`src/rtl/qte_pkg.sv`:
```
`default_nettype none
package qte_pkg;

    // Default CORDIC depth and the fixed component format (Q2.14).
    localparam int CORDIC_STEPS_DEF = 16;
    localparam int COMPONENT_BITS = 16;

    // Working formats: sums with 28 fraction bits, CORDIC vectors, angles.
    localparam int SUM_W = 34;
    localparam int SPC_W = 29;
    localparam int XW = 38;
    localparam int ZW = 29;
    localparam int ROOT_W = 29;
    localparam int REM_W = 32;
    localparam int RAD_W = 58;
    localparam int SQRT_CELLS = RAD_W / 2;

    localparam logic signed [ZW-1:0] ANG_PI = ZW'(52707179);
    localparam logic signed [15:0] OUT_PI = 16'sd25736;
    localparam logic signed [15:0] OUT_HALF_PI = 16'sd12868;
    localparam logic [RAD_W-1:0] RAD_ONE = RAD_W'(1) << 56;

    // Everything the front end hands on to the CORDIC lanes.
    typedef struct packed {
        logic signed [SUM_W-1:0] sr;
        logic signed [SUM_W-1:0] cr;
        logic signed [SUM_W-1:0] sy;
        logic signed [SUM_W-1:0] cy;
        logic signed [SPC_W-1:0] spc;
        logic                    clamp;
        logic                    neg;
    } carry_t;

    // State of the digit-by-digit square root.
    typedef struct packed {
        logic [REM_W-1:0]  rem;
        logic [ROOT_W-1:0] root;
        logic [RAD_W-1:0]  rad;
    } sqrt_t;

    // State of one vectoring CORDIC lane.
    typedef struct packed {
        logic signed [XW-1:0] x;
        logic signed [XW-1:0] y;
        logic signed [ZW-1:0] z;
        logic                 zero;
    } cordic_t;

    // Arctangent of 2^-i with 24 fraction bits.
    function automatic logic signed [ZW-1:0] step_angle(input int i);
        logic signed [ZW-1:0] a;
        case (i)
            0: a = ZW'(13176795);
            1: a = ZW'(7778716);
            2: a = ZW'(4110060);
            3: a = ZW'(2086331);
            4: a = ZW'(1047214);
            5: a = ZW'(524117);
            6: a = ZW'(262123);
            7: a = ZW'(131069);
            8: a = ZW'(65536);
            default: begin
                if (i <= 24) begin
                    a = ZW'(1) << (24 - i);
                end else begin
                    a = '0;
                end
            end
        endcase
        return a;
    endfunction

    // Turn a vector in the left half plane by pi before the CORDIC runs.
    function automatic cordic_t pre_rotate(input logic signed [XW-1:0] y,
                                           input logic signed [XW-1:0] x);
        cordic_t c;
        c.zero = (x == '0) && (y == '0);
        if (x < 0) begin
            c.z = (y >= 0) ? ANG_PI : -ANG_PI;
            c.x = -x;
            c.y = -y;
        end else begin
            c.z = '0;
            c.x = x;
            c.y = y;
        end
        return c;
    endfunction

    // Round an angle to Q3.13 and saturate to plus or minus pi.
    function automatic logic [15:0] to_out(input cordic_t c);
        logic signed [ZW-1:0]  t;
        logic signed [ZW-12:0] r;
        logic signed [15:0]    o;
        t = (c.zero ? ZW'(0) : c.z) + ZW'(1024);
        r = t[ZW-1:11];
        if (r > (ZW-11)'(OUT_PI)) begin
            o = OUT_PI;
        end else if (r < -(ZW-11)'(OUT_PI)) begin
            o = -OUT_PI;
        end else begin
            o = r[15:0];
        end
        return o;
    endfunction

endpackage
`default_nettype wire

```
`src/rtl/qte_cordic_cell.sv`:
```
`default_nettype none
module qte_cordic_cell #(
    parameter int SHIFT = 0
) (
    input  wire logic             aclk,
    input  wire logic             en,
    input  wire qte_pkg::cordic_t c_in,
    output qte_pkg::cordic_t      c_out
);
    import qte_pkg::*;

    localparam logic signed [ZW-1:0] ANGLE = step_angle(SHIFT);

    cordic_t              c_reg;
    cordic_t              c_next;
    logic signed [XW-1:0] xs;
    logic signed [XW-1:0] ys;

    // One vectoring micro-rotation that drives y toward zero.
    always_comb begin
        xs = c_in.x >>> SHIFT;
        ys = c_in.y >>> SHIFT;
        c_next.zero = c_in.zero;
        if (c_in.y >= 0) begin
            c_next.x = c_in.x + ys;
            c_next.y = c_in.y - xs;
            c_next.z = c_in.z + ANGLE;
        end else begin
            c_next.x = c_in.x - ys;
            c_next.y = c_in.y + xs;
            c_next.z = c_in.z - ANGLE;
        end
    end

    always_ff @(posedge aclk) begin
        if (en) begin
            c_reg <= c_next;
        end
    end

    assign c_out = c_reg;
endmodule
`default_nettype wire

```
`config.mk`:
```
export PLATFORM = sky130hd
export DESIGN_NAME = qte_cordic_cell
export DESIGN_NICKNAME = d
export VERILOG_FILES = /design/src/rtl/qte_pkg.sv /design/src/rtl/qte_cordic_cell.sv
export SDC_FILE = /design/constraint.sdc
export NUM_CORES = 1
export LEC_CHECK = 0
export BUFFER_PORTS_ARGS = -buffer_cell sky130_fd_sc_hd__buf_4
export CAP_MARGIN = 40
export CORE_MARGIN = 10
export CORE_UTILIZATION = 62
export CTS_CLUSTER_DIAMETER = 40
export DETAILED_ROUTE_END_ITERATION = 6
export PLACE_DENSITY = 0.87
export SYNTH_ARGS = -nofsm -noshare
export SYNTH_HDL_FRONTEND = slang
export SYNTH_SLANG_ARGS = --single-unit
```
`constraint.sdc`:
```
create_clock -name aclk -period 8.5 [get_ports aclk]
set_clock_uncertainty 0.05 [all_clocks]
set_input_delay 1.7 -clock aclk [delete_from_list [all_inputs] [get_ports aclk]]
set_output_delay 1.7 -clock aclk [all_outputs]
set_load 0.05 [all_outputs]
```
==> results.md <==
Clock tree:
- The clock slew at the register clock pins of the worst setup and hold paths is around 0.08 ns.
- The CTS tree is done.
- The number of levels the H-tree was split into is 3.
- Buffers inserted during clock tree synthesis total 9.
- Once the clock tree was built, the setup fixing pass inserted 0 buffers.
- The root buffer cell chosen for the clock tree is clkbuf_16.
- Hold repair after CTS inserted 0 buffers.
- After clock tree synthesis, the repair step resized 0 gates.
- The clock tree buffer depth is 2.
- The tree built by TritonCTS fans out to between 100 and 150 sinks.

STA:
- Setup violations remaining at the end of the flow were counted as 0.
- For the finished layout, the period the worst path requires is between 4 and 5 ns.
- The count of endpoints failing hold in the final timing report is 0.
- In this run the tightest slew margin relative to its limit is between 30% and 40%.
- Final hold analysis gives a worst-case slack of 1.45 ns.
- The worst path uses 57.3% of the clock period.
- At the pin with the least slew margin, the transition time is 0.926 ns.
- For this run, the top clock speed supported by timing is ~200 MHz.
- The final count of pins violating max slew is 0.
- After layout, the worst setup slack is 3.63 ns.
- For the final routed database, the setup TNS stands at 0 ns.
- Setup repair after global routing left no endpoint under its margin.

Floorplanning:
- The initial cell density of the core is 63.5%.
- The die is 156 um tall.
- The number of placed I/O pins is 214.
- The initialized floorplan defines approximately 50 standard-cell rows.
- The area of the placeable core is 18,100 um^2.
- The die is around 160 um wide.
- The total die area is around 24,000 um^2.

Synth:
- The share of Yosys cell area claimed by the top area cell type is 27.4%.
- Summed over all instances, the cell type with the most area after synthesis is edfxtp_1.
- Yosys instantiated no cell more often than a21oi_1.
- In this run, synthesis inferred 105 flip-flops with an integrated enable.
- The register bit total from synthesis is roughly 110.
- For this run, the register share of the synthesized area comes to between 20% and 30%.
- Sorting the synthesized cells by how often they occur yields 156 x a21oi_1, 126 x nor2_1, 124 x ha_1.
- Of all flip-flops after synthesis, the portion carrying an async set or reset was 0%.
- Ranked by total cell area, the synthesized netlist is headed by edfxtp_1 27%, ha_1 13%, a21oi_1 6.8%.
- The area of the mapped netlist is 11,500 um^2.
- The net count after synthesis is 1,620.
- The primary flip-flop cell chosen by synthesis mapping is edfxtp_1.
- For this run, the number of Yosys warnings is 0.
- The average size of a mapped cell is 8.31 um^2.
- The count of different cell masters after synthesis is 80.
- The synthesized instance count is 1,385.

GRT:
- The first-pass GRT wire length is 60,700 um.
- The total global-route track usage is 30.6%.
- The maximum number of pins on one net before global-route repair is 87.
- The global route total overflow is 0.
- The number of global-route vias before repair was ~12,000.
- The number of antenna violations at the first check in global routing is 0.

Worst setup path:
- The stage delay of the slowest cell on the critical path is 0.71 ns.
- The most repeated library cell on the critical path is a21oi_1.
- The worst path arrival time is 4.92 ns.
- The critical path goes through buf_4 > ha_1 > fa_1 > inv_1 > a21oi_1 > o21ai_0 > a221oi_1 > a211o_1 > o311ai_1 > a211oi_1 > a21oi_1 > xor2_1.
- The type of the setup path with the least slack is input port to register.
- On the critical path, the stage with the largest delay is an instance of o311ai_1.
- STA classifies the critical path startpoint as an input port.
- The peak fanout along the critical path is 5.
- Broken down by cell family, the worst path's largest delay share belongs to compound AO/OA/AOI/OAI gates.
- The number of buffers and inverters on the critical path is 2.
- The worst endpoint required time is between 8 and 9 ns.
- The worst setup path is captured at a register.

Drt:
- The detailed-route wire length is 38,900 um.
- In the routed design, unresolved DRC markers number 2.
- After the first detailed-routing iteration, the DRC count stood at approximately 1,400.
- In the final routed layout, each cell accounts on average for 21.8 um.
- Before antenna repair, the detailed router went through 7 iterations.
- The antenna violation net count after detailed routing is 0.
- Dividing the detail-routed via count by the number of cells gives 6.56.
- Detailed routing inserted a total of approximately 12,000 vias.

Placed design:
- The global placement routability congestion is 1.04.
- The worst setup slack after placement is 3.46 ns.
- Port buffering added 213 buffers.
- Once detailed placement completed, the half-perimeter wirelength came to 30,700 um.

Pwr:
- The highest ir drop seen on vdd is 0.000159 V.
- For this design the ratio of total power to cell area is between 150 and 200 nW/um^2.
- For this design the static power due to leakage is 5.93 nW.
- The design draws 2.29 mW.

Min path:
- The worst hold path belongs to the class input port to register.

Finish:
- The net count reported at finish is 1,781.
- At the end of the flow the core is filled with cells to 74.2%.
- The antenna diode count is 0.
- The number of flip-flops under the largest register name is 105.
- From synthesis to final layout, the design area changed by 16.9%.
- The fraction of layout cells with a size suffix above 1 is between 15 and 20%.

Outcome:
- The run finished, with violations left.
- The checks that failed: design-rule violations.

Flow run:
- The tool flagged a number of max-cap violations equal to 0.
[kinds of logic after synthesis]
logic type	share of synthesized area, %
multiplexers	2.18
XOR/XNOR	7.83
flip-flops	27.4
buffers and inverters	6.62
AND/OR/NAND/NOR	14.6
adder cells (fa/ha/maj)	14.0
AO/OA/AOI/OAI	27.4
[final cells by class]
cell class	instances	area [um^2]
multi-input combinational	1085	7600
fill	1345	4690
sequential	105	3150
timing repair buffer	219	1660
inverter	126	473
tap	229	287
clock buffer	9	225
clock inverter	7	53.8
[per-layer routing]
layer	share of wire, %	vias to the layer above	GRT usage [%]
li1	-	5339	-
met1	38	5368	36.2
met2	48	809	52.7
met3	9.7	159	6.03
met4	4.7	0	13.9
met5	0	-	0
[through the flow]
step           instance area, um^2  instances
2_1_floorplan                11500       1385
3_3_place_gp                 13200       1763
3_5_place_dp                 13200       1764
4_1_cts                      13500       1780
5_1_grt                      13500       1780
6_report                     13500       1780
[worst paths after layout]
path | startpoint | to | slack (ns) | cells past startpoint
min | c_in[0] | c_out[0] | 1.45 | 1
max | c_in[30] | c_out[98] | 3.63 | 12
[where the power goes]
group	internal (mW)	switching, mW	total [mW]
Combinational	0.377	0.782	1.16
Clock	0.202	0.219	0.421
Sequential	0.686	0.0286	0.714
[placed cells by master, fill, tap and decap left out, types with 19 or more instances in the layout]
master,n
a211oi_1,19
a21o_1,40
a21oi_1,156
buf_4,218
edfxtp_1,105
ha_1,124
inv_1,120
mux2i_1,24
nand2_1,75
nand3_1,26
nor2_1,126
nor3_1,36
o21ai_0,76
o21bai_1,29
xnor2_1,82
xor2_1,21
Note: power is estimated with default switching activity, not from simulation.
