**src/rtl/qte_pkg.sv**
```systemverilog
`default_nettype none
package qte_pkg;

    // Default CORDIC depth and the fixed component format (Q2.14).
    localparam int CORDIC_STEPS_DEF = 16;
    localparam int COMPONENT_BITS = 16;

    // Working formats: sums with 28 fraction bits, CORDIC vectors, angles.
    localparam int SUM_W = 34;
    localparam int SPC_W = 29;
    localparam int XW = 38;
    localparam int ZW = 29;
    localparam int ROOT_W = 29;
    localparam int REM_W = 32;
    localparam int RAD_W = 58;
    localparam int SQRT_CELLS = RAD_W / 2;

    localparam logic signed [ZW-1:0] ANG_PI = ZW'(52707179);
    localparam logic signed [15:0] OUT_PI = 16'sd25736;
    localparam logic signed [15:0] OUT_HALF_PI = 16'sd12868;
    localparam logic [RAD_W-1:0] RAD_ONE = RAD_W'(1) << 56;

    // Everything the front end hands on to the CORDIC lanes.
    typedef struct packed {
        logic signed [SUM_W-1:0] sr;
        logic signed [SUM_W-1:0] cr;
        logic signed [SUM_W-1:0] sy;
        logic signed [SUM_W-1:0] cy;
        logic signed [SPC_W-1:0] spc;
        logic                    clamp;
        logic                    neg;
    } carry_t;

    // State of the digit-by-digit square root.
    typedef struct packed {
        logic [REM_W-1:0]  rem;
        logic [ROOT_W-1:0] root;
        logic [RAD_W-1:0]  rad;
    } sqrt_t;

    // State of one vectoring CORDIC lane.
    typedef struct packed {
        logic signed [XW-1:0] x;
        logic signed [XW-1:0] y;
        logic signed [ZW-1:0] z;
        logic                 zero;
    } cordic_t;

    // Arctangent of 2^-i with 24 fraction bits.
    function automatic logic signed [ZW-1:0] step_angle(input int i);
        logic signed [ZW-1:0] a;
        case (i)
            0: a = ZW'(13176795);
            1: a = ZW'(7778716);
            2: a = ZW'(4110060);
            3: a = ZW'(2086331);
            4: a = ZW'(1047214);
            5: a = ZW'(524117);
            6: a = ZW'(262123);
            7: a = ZW'(131069);
            8: a = ZW'(65536);
            default: begin
                if (i <= 24) begin
                    a = ZW'(1) << (24 - i);
                end else begin
                    a = '0;
                end
            end
        endcase
        return a;
    endfunction

    // Turn a vector in the left half plane by pi before the CORDIC runs.
    function automatic cordic_t pre_rotate(input logic signed [XW-1:0] y,
                                           input logic signed [XW-1:0] x);
        cordic_t c;
        c.zero = (x == '0) && (y == '0);
        if (x < 0) begin
            c.z = (y >= 0) ? ANG_PI : -ANG_PI;
            c.x = -x;
            c.y = -y;
        end else begin
            c.z = '0;
            c.x = x;
            c.y = y;
        end
        return c;
    endfunction

    // Round an angle to Q3.13 and saturate to plus or minus pi.
    function automatic logic [15:0] to_out(input cordic_t c);
        logic signed [ZW-1:0]  t;
        logic signed [ZW-12:0] r;
        logic signed [15:0]    o;
        t = (c.zero ? ZW'(0) : c.z) + ZW'(1024);
        r = t[ZW-1:11];
        if (r > (ZW-11)'(OUT_PI)) begin
            o = OUT_PI;
        end else if (r < -(ZW-11)'(OUT_PI)) begin
            o = -OUT_PI;
        end else begin
            o = r[15:0];
        end
        return o;
    endfunction

endpackage
`default_nettype wire

```
**src/rtl/qte_sqrt_cell.sv**
```systemverilog
`default_nettype none
module qte_sqrt_cell (
    input  wire logic            aclk,
    input  wire logic            en,
    input  wire qte_pkg::sqrt_t  st_in,
    input  wire qte_pkg::carry_t cy_in,
    output qte_pkg::sqrt_t       st_out,
    output qte_pkg::carry_t      cy_out
);
    import qte_pkg::*;

    sqrt_t            st_reg;
    carry_t           cy_reg;
    sqrt_t            st_next;
    logic [REM_W-1:0] rem_sh;
    logic [REM_W-1:0] trial;
    logic             ge;

    // One root bit per cell: bring down two radicand bits and try a subtract.
    always_comb begin
        rem_sh = {st_in.rem[REM_W-3:0], st_in.rad[RAD_W-1 -: 2]};
        trial = {1'b0, st_in.root, 2'b01};
        ge = (rem_sh >= trial);
        st_next.rem = ge ? (rem_sh - trial) : rem_sh;
        st_next.root = {st_in.root[ROOT_W-2:0], ge};
        st_next.rad = {st_in.rad[RAD_W-3:0], 2'b00};
    end

    always_ff @(posedge aclk) begin
        if (en) begin
            st_reg <= st_next;
            cy_reg <= cy_in;
        end
    end

    assign st_out = st_reg;
    assign cy_out = cy_reg;
endmodule
`default_nettype wire

```
**config.mk**
```make
export PLATFORM = sky130hd
export DESIGN_NAME = qte_sqrt_cell
export DESIGN_NICKNAME = d
export VERILOG_FILES = /design/src/rtl/qte_pkg.sv /design/src/rtl/qte_sqrt_cell.sv
export SDC_FILE = /design/constraint.sdc
export NUM_CORES = 1
export LEC_CHECK = 0
export BUFFER_PORTS_ARGS = -buffer_cell sky130_fd_sc_hd__buf_2
export CELL_PAD_IN_SITES_DETAIL_PLACEMENT = 0
export CELL_PAD_IN_SITES_GLOBAL_PLACEMENT = 2
export CORE_AREA = 4 4 222 224
export DETAILED_ROUTE_END_ITERATION = 16
export DIE_AREA = 0 0 226 228
export MAX_ROUTING_LAYER = met4
export PLACE_DENSITY_LB_ADDON = 0.15
export RECOVER_POWER = 100
export SLEW_MARGIN = 20
export SYNTH_ARGS = -nofsm -noshare
export SYNTH_HDL_FRONTEND = slang
export SYNTH_SLANG_ARGS = --single-unit
```
**constraint.sdc**
```tcl
create_clock -name aclk -period 3.55 [get_ports aclk]
set_input_delay 0.355 -clock aclk [delete_from_list [all_inputs] [get_ports aclk]]
set_output_delay 0.355 -clock aclk [all_outputs]
set_load 0.02 [all_outputs]
```
==> impl_results.html <==
<table>
<tr><th>Metric</th><th>Value</th></tr>
<tr><th colspan="2">STA</th></tr>
<tr><td>Final worst setup slack</td><td>0.315 ns</td></tr>
<tr><td>Number of endpoints failing setup at the final stage</td><td>0</td></tr>
<tr><td>Final-layout worst hold slack</td><td>0.0729 ns</td></tr>
<tr><td>Post-route setup TNS</td><td>0 ns</td></tr>
<tr><td>Number of max-slew violations in the final report</td><td>90</td></tr>
<tr><td>Post-layout min period</td><td>3.23 ns</td></tr>
<tr><td>Setup repair after global routing missed its margin</td><td>no</td></tr>
<tr><td>Final hold viol count</td><td>0</td></tr>
<tr><td>Worst slew slack as a fraction of its limit</td><td>-66.9%</td></tr>
<tr><td>Slew at the pin with the worst max-slew slack</td><td>2.50 ns</td></tr>
<tr><td>Crit share post-route</td><td>91.1%</td></tr>
<tr><td>Peak Freq</td><td>309 MHz</td></tr>
<tr><th colspan="2">Worst setup path</th></tr>
<tr><td>Slowest-stage cell, CP</td><td>dlygate4sd3_1</td></tr>
<tr><td>Cell family contributing the most delay on the critical path</td><td>compound AO/OA/AOI/OAI gates</td></tr>
<tr><td>Highest fanout seen on the critical path</td><td>14</td></tr>
<tr><td>Worst setup path category</td><td>input port to flip-flop</td></tr>
<tr><td>Data arrival time of the worst path</td><td>3.52 ns</td></tr>
<tr><td>Delay contributed by the slowest stage of the critical path</td><td>0.52 ns</td></tr>
<tr><td>Most frequent CP cell</td><td>o31ai_4</td></tr>
<tr><td>Kind of start point of the critical path</td><td>input port</td></tr>
<tr><td>Buffers and inverters on the worst path</td><td>4</td></tr>
<tr><td>Required time reported for the critical path endpoint</td><td>3.84 ns</td></tr>
<tr><td>Endpoint type of the worst setup path</td><td>flip-flop</td></tr>
<tr><td>CP Cell Sequence</td><td>dlygate4sd3_1, clkbuf_1, inv_1, ha_1, nand4_2, a211oi_4, o31ai_4, o31ai_4, o221ai_2, nand2_4, clkbuf_2, mux2_2</td></tr>
<tr><th colspan="2">Layout</th></tr>
<tr><td>Area growth from synthesis to final layout</td><td>62.6%</td></tr>
<tr><td>Proportion of layout cells with a drive suffix above 1</td><td>22.1%</td></tr>
<tr><td>Final Net Count</td><td>1791</td></tr>
<tr><td>Post-layout utilization of the core</td><td>37.0%</td></tr>
<tr><th colspan="2">GRT</th></tr>
<tr><td>First-pass GRT wire length</td><td>61300 um</td></tr>
<tr><td>Met2 layer usage reported by global route</td><td>29.7%</td></tr>
<tr><td>Number of global-route vias before repair</td><td>9144</td></tr>
<tr><td>GRT Total Usage</td><td>16.3%</td></tr>
<tr><td>Largest net degree at the start of global routing</td><td>91</td></tr>
<tr><td>Final global-route overflow total</td><td>0</td></tr>
<tr><td>Met1 layer usage reported by global route</td><td>17.2%</td></tr>
<tr><td>Routing usage on met3</td><td>4.24%</td></tr>
<tr><td>Antenna violations before repair</td><td>7</td></tr>
<tr><td>Most Crowded Layer GR</td><td>met2</td></tr>
<tr><th colspan="2">Power and ir drop</th></tr>
<tr><td>Logic gate share of total power</td><td>17.5%</td></tr>
<tr><td>Pint</td><td>6.56 mW</td></tr>
<tr><td>Switching power as a share of total power</td><td>27.3%</td></tr>
<tr><td>VDD IR-drop max</td><td>0.264 mV</td></tr>
<tr><td>Switching pwr</td><td>2.47 mW</td></tr>
<tr><td>Pleak</td><td>6.78 nW</td></tr>
<tr><td>Total power divided by cell area</td><td>516 nW/um^2</td></tr>
<tr><td>Reg power frac</td><td>45.5%</td></tr>
<tr><td>Share of total power in the clock network</td><td>36.9%</td></tr>
<tr><th colspan="2">Logic synthesis</th></tr>
<tr><td>Most frequently used cell type in the post-synthesis netlist</td><td>edfxtp_1</td></tr>
<tr><td>Largest area contributor in the netlist</td><td>edfxtp_1</td></tr>
<tr><td>Top cells by count, synth</td><td>edfxtp_1 (284), a21oi_1 (55), inv_1 (38)</td></tr>
<tr><td>Area fraction of the dominant cell type after synthesis</td><td>79.2%</td></tr>
<tr><td>Predominant post-synthesis flop cell</td><td>edfxtp_1</td></tr>
<tr><td>Mean instance size in the synthesized netlist</td><td>17.2 um^2</td></tr>
<tr><td>Sequential fraction of the synthesis area</td><td>79.2%</td></tr>
<tr><td>Yosys warning total</td><td>0</td></tr>
<tr><td>Number of enable flip-flop cells after synthesis</td><td>284</td></tr>
<tr><td>Leading post-synthesis cells by cell area</td><td>edfxtp_1 (79%), ha_1 (3.6%), a21oi_1 (2.6%)</td></tr>
<tr><td>Number of instances in the synthesized netlist</td><td>625</td></tr>
<tr><td>Count of state elements after synthesis</td><td>284</td></tr>
<tr><td>Share of synthesized flip-flops with an asynchronous set or reset</td><td>0%</td></tr>
<tr><td>Synth Cell Area</td><td>10800 um^2</td></tr>
<tr><td>Number of distinct library cells after synthesis</td><td>56</td></tr>
<tr><th colspan="2">Floorplanning</th></tr>
<tr><td>Die outline height</td><td>228 um</td></tr>
<tr><td>Number of placement rows</td><td>80</td></tr>
<tr><td>Core Footprint</td><td>47300 um^2</td></tr>
<tr><td>Initial standard-cell utilization of the core</td><td>22.8%</td></tr>
<tr><td>Overall die width</td><td>226 um</td></tr>
<tr><td>Die area</td><td>51500 um^2</td></tr>
<tr><td>Top-level I/O count</td><td>574</td></tr>
<tr><th colspan="2">Place</th></tr>
<tr><td>Post-detailed-placement half-perimeter wirelength</td><td>33300 um</td></tr>
<tr><td>IO buf count</td><td>569</td></tr>
<tr><td>Setup slack after placement</td><td>0.397 ns</td></tr>
<tr><td>Final estimated routing congestion in global placement</td><td>0.795</td></tr>
<tr><th colspan="2">Hold path</th></tr>
<tr><td>Worst hold-check path type</td><td>input port to flip-flop</td></tr>
<tr><th colspan="2">Route</th></tr>
<tr><td>Initial drt markers</td><td>277</td></tr>
<tr><td>DR pass1 iterations</td><td>4</td></tr>
<tr><td>DRC violations left</td><td>0</td></tr>
<tr><td>Sum of routed wire length over all layers</td><td>43200 um</td></tr>
<tr><td>Detail-routed via count per cell</td><td>4.05</td></tr>
<tr><td>Antenna Violating Nets Remaining</td><td>0</td></tr>
<tr><td>Total vias in the final route</td><td>8563</td></tr>
<tr><td>Drt wl/cell</td><td>20.4 um</td></tr>
<tr><th colspan="2">Clocking</th></tr>
<tr><td>CTS root buffer</td><td>clkbuf_16</td></tr>
<tr><td>Clock input transition at the sequential cells of the worst setup and hold paths</td><td>0.07 ns</td></tr>
<tr><td>Cells resized by post-CTS repair</td><td>0</td></tr>
<tr><td>Clock tree from TritonCTS</td><td>yes</td></tr>
<tr><td>TritonCTS Buffers</td><td>34</td></tr>
<tr><td>Buffer depth of the longest clock path</td><td>3</td></tr>
<tr><td>TritonCTS sink count</td><td>284</td></tr>
<tr><td>CTS HTree Levels</td><td>2</td></tr>
<tr><th colspan="2">Job</th></tr>
<tr><td>Number of max-cap violations</td><td>1</td></tr>
<tr><th colspan="2">Status</th></tr>
<tr><td>Violated checks</td><td>capacitance limit, slew limit</td></tr>
<tr><td>Run status</td><td>finished, violations left</td></tr>
</table>
kinds of logic after synthesis:
| group | after synthesis | share of synthesized area, % |
|---|---|---|
| DFF | 284 | 79.2 |
| other | 1 | 0.0348 |
| muxes | 9 | 0.941 |
| AOI/OAI and AO/OA | 118 | 7.35 |
| buffers and inverters | 52 | 2.02 |
| adders and majority gates | 31 | 3.60 |
| xor gates and xnor gates | 27 | 2.19 |
| and+or+nand+nor | 103 | 4.70 |
per-layer routing:
layer  routed length [um]  vias to the layer above  share of wire (%)
met5                    0                        -                  0
met4                 1140                        0                2.6
met3                 2940                       58                6.8
met2                23000                      302                 53
met1                16100                     4105                 37
li1                     -                     4098                  -
power groups by stage:
| stage | sequential (mW) | combinational [mW] | clock (mW) |
|---|---|---|---|
| 3_3_place_gp | 4.16 | 1.47 | 0 |
| 2_1_floorplan | 4.57 | 0.360 | 0 |
| 5_1_grt | 4.14 | 1.71 | 3.63 |
| 4_1_cts | 4.10 | 1.71 | 3.48 |
| 6_report | 4.11 | 1.58 | 3.33 |
| 3_5_place_dp | 4.17 | 1.47 | 0 |
path summary, 6_finish.rpt:
kind | to | depth (start not counted) | from
setup / recovery | st_out[106] | 12 | st_in[61]
hold / removal | st_out[77] | 1 | st_in[76]
area by class of cell:
type,instances,area (um^2)
Tap cell,615,769
Antenna cell,7,17.5
Clock inverter,19,154
Timing Repair Buffer,824,4980
Multi-Input combinational cell,290,2030
Inverter,38,143
Sequential cell,284,8530
Fill cell,4851,29800
Clock buffer,39,891
repair_timing:
item                                   in CTS  in global routing
hold buffers                              244                  0
buffers inserted                            0                  0
endpoints found under the hold margin     244                  0
flip-flops by register name (all words and copies together) (netlist names):
register,cells
st_out,117
cy_out,167
placed cells by master (no fill, tap or decap), drive strengths merged, types with 2 or more instances in the layout:
cell           n
o21ai         12
o31ai          5
bufinv         2
and3           4
nand4          7
clkbuf       363
nand2         21
edfxtp       284
a311oi         2
nand3          8
nor3           8
o221ai         2
xnor2         14
clkinv        12
and2           3
buf          256
nor2          36
a211oi         5
o21bai         5
dlygate4sd3  244
inv           39
clkinvlp       4
or3            3
nor4           2
mux2           9
a31o           2
a21oi         55
a21o          14
or2            2
conb           2
nand2b         5
ha            31
xor2          13
o211ai         3
o41ai          2
o22ai          2
diode          7
stage by stage:
step	total power [mW]	cell area, um^2	instances
6_report	9.03	17500	2116
5_1_grt	9.48	17500	2116
4_1_cts	9.29	18000	2109
3_5_place_dp	5.63	14500	1807
3_3_place_gp	5.63	14500	1807
2_1_floorplan	4.93	10800	626
No activity file was read; power rests on OpenSTA's default activity.
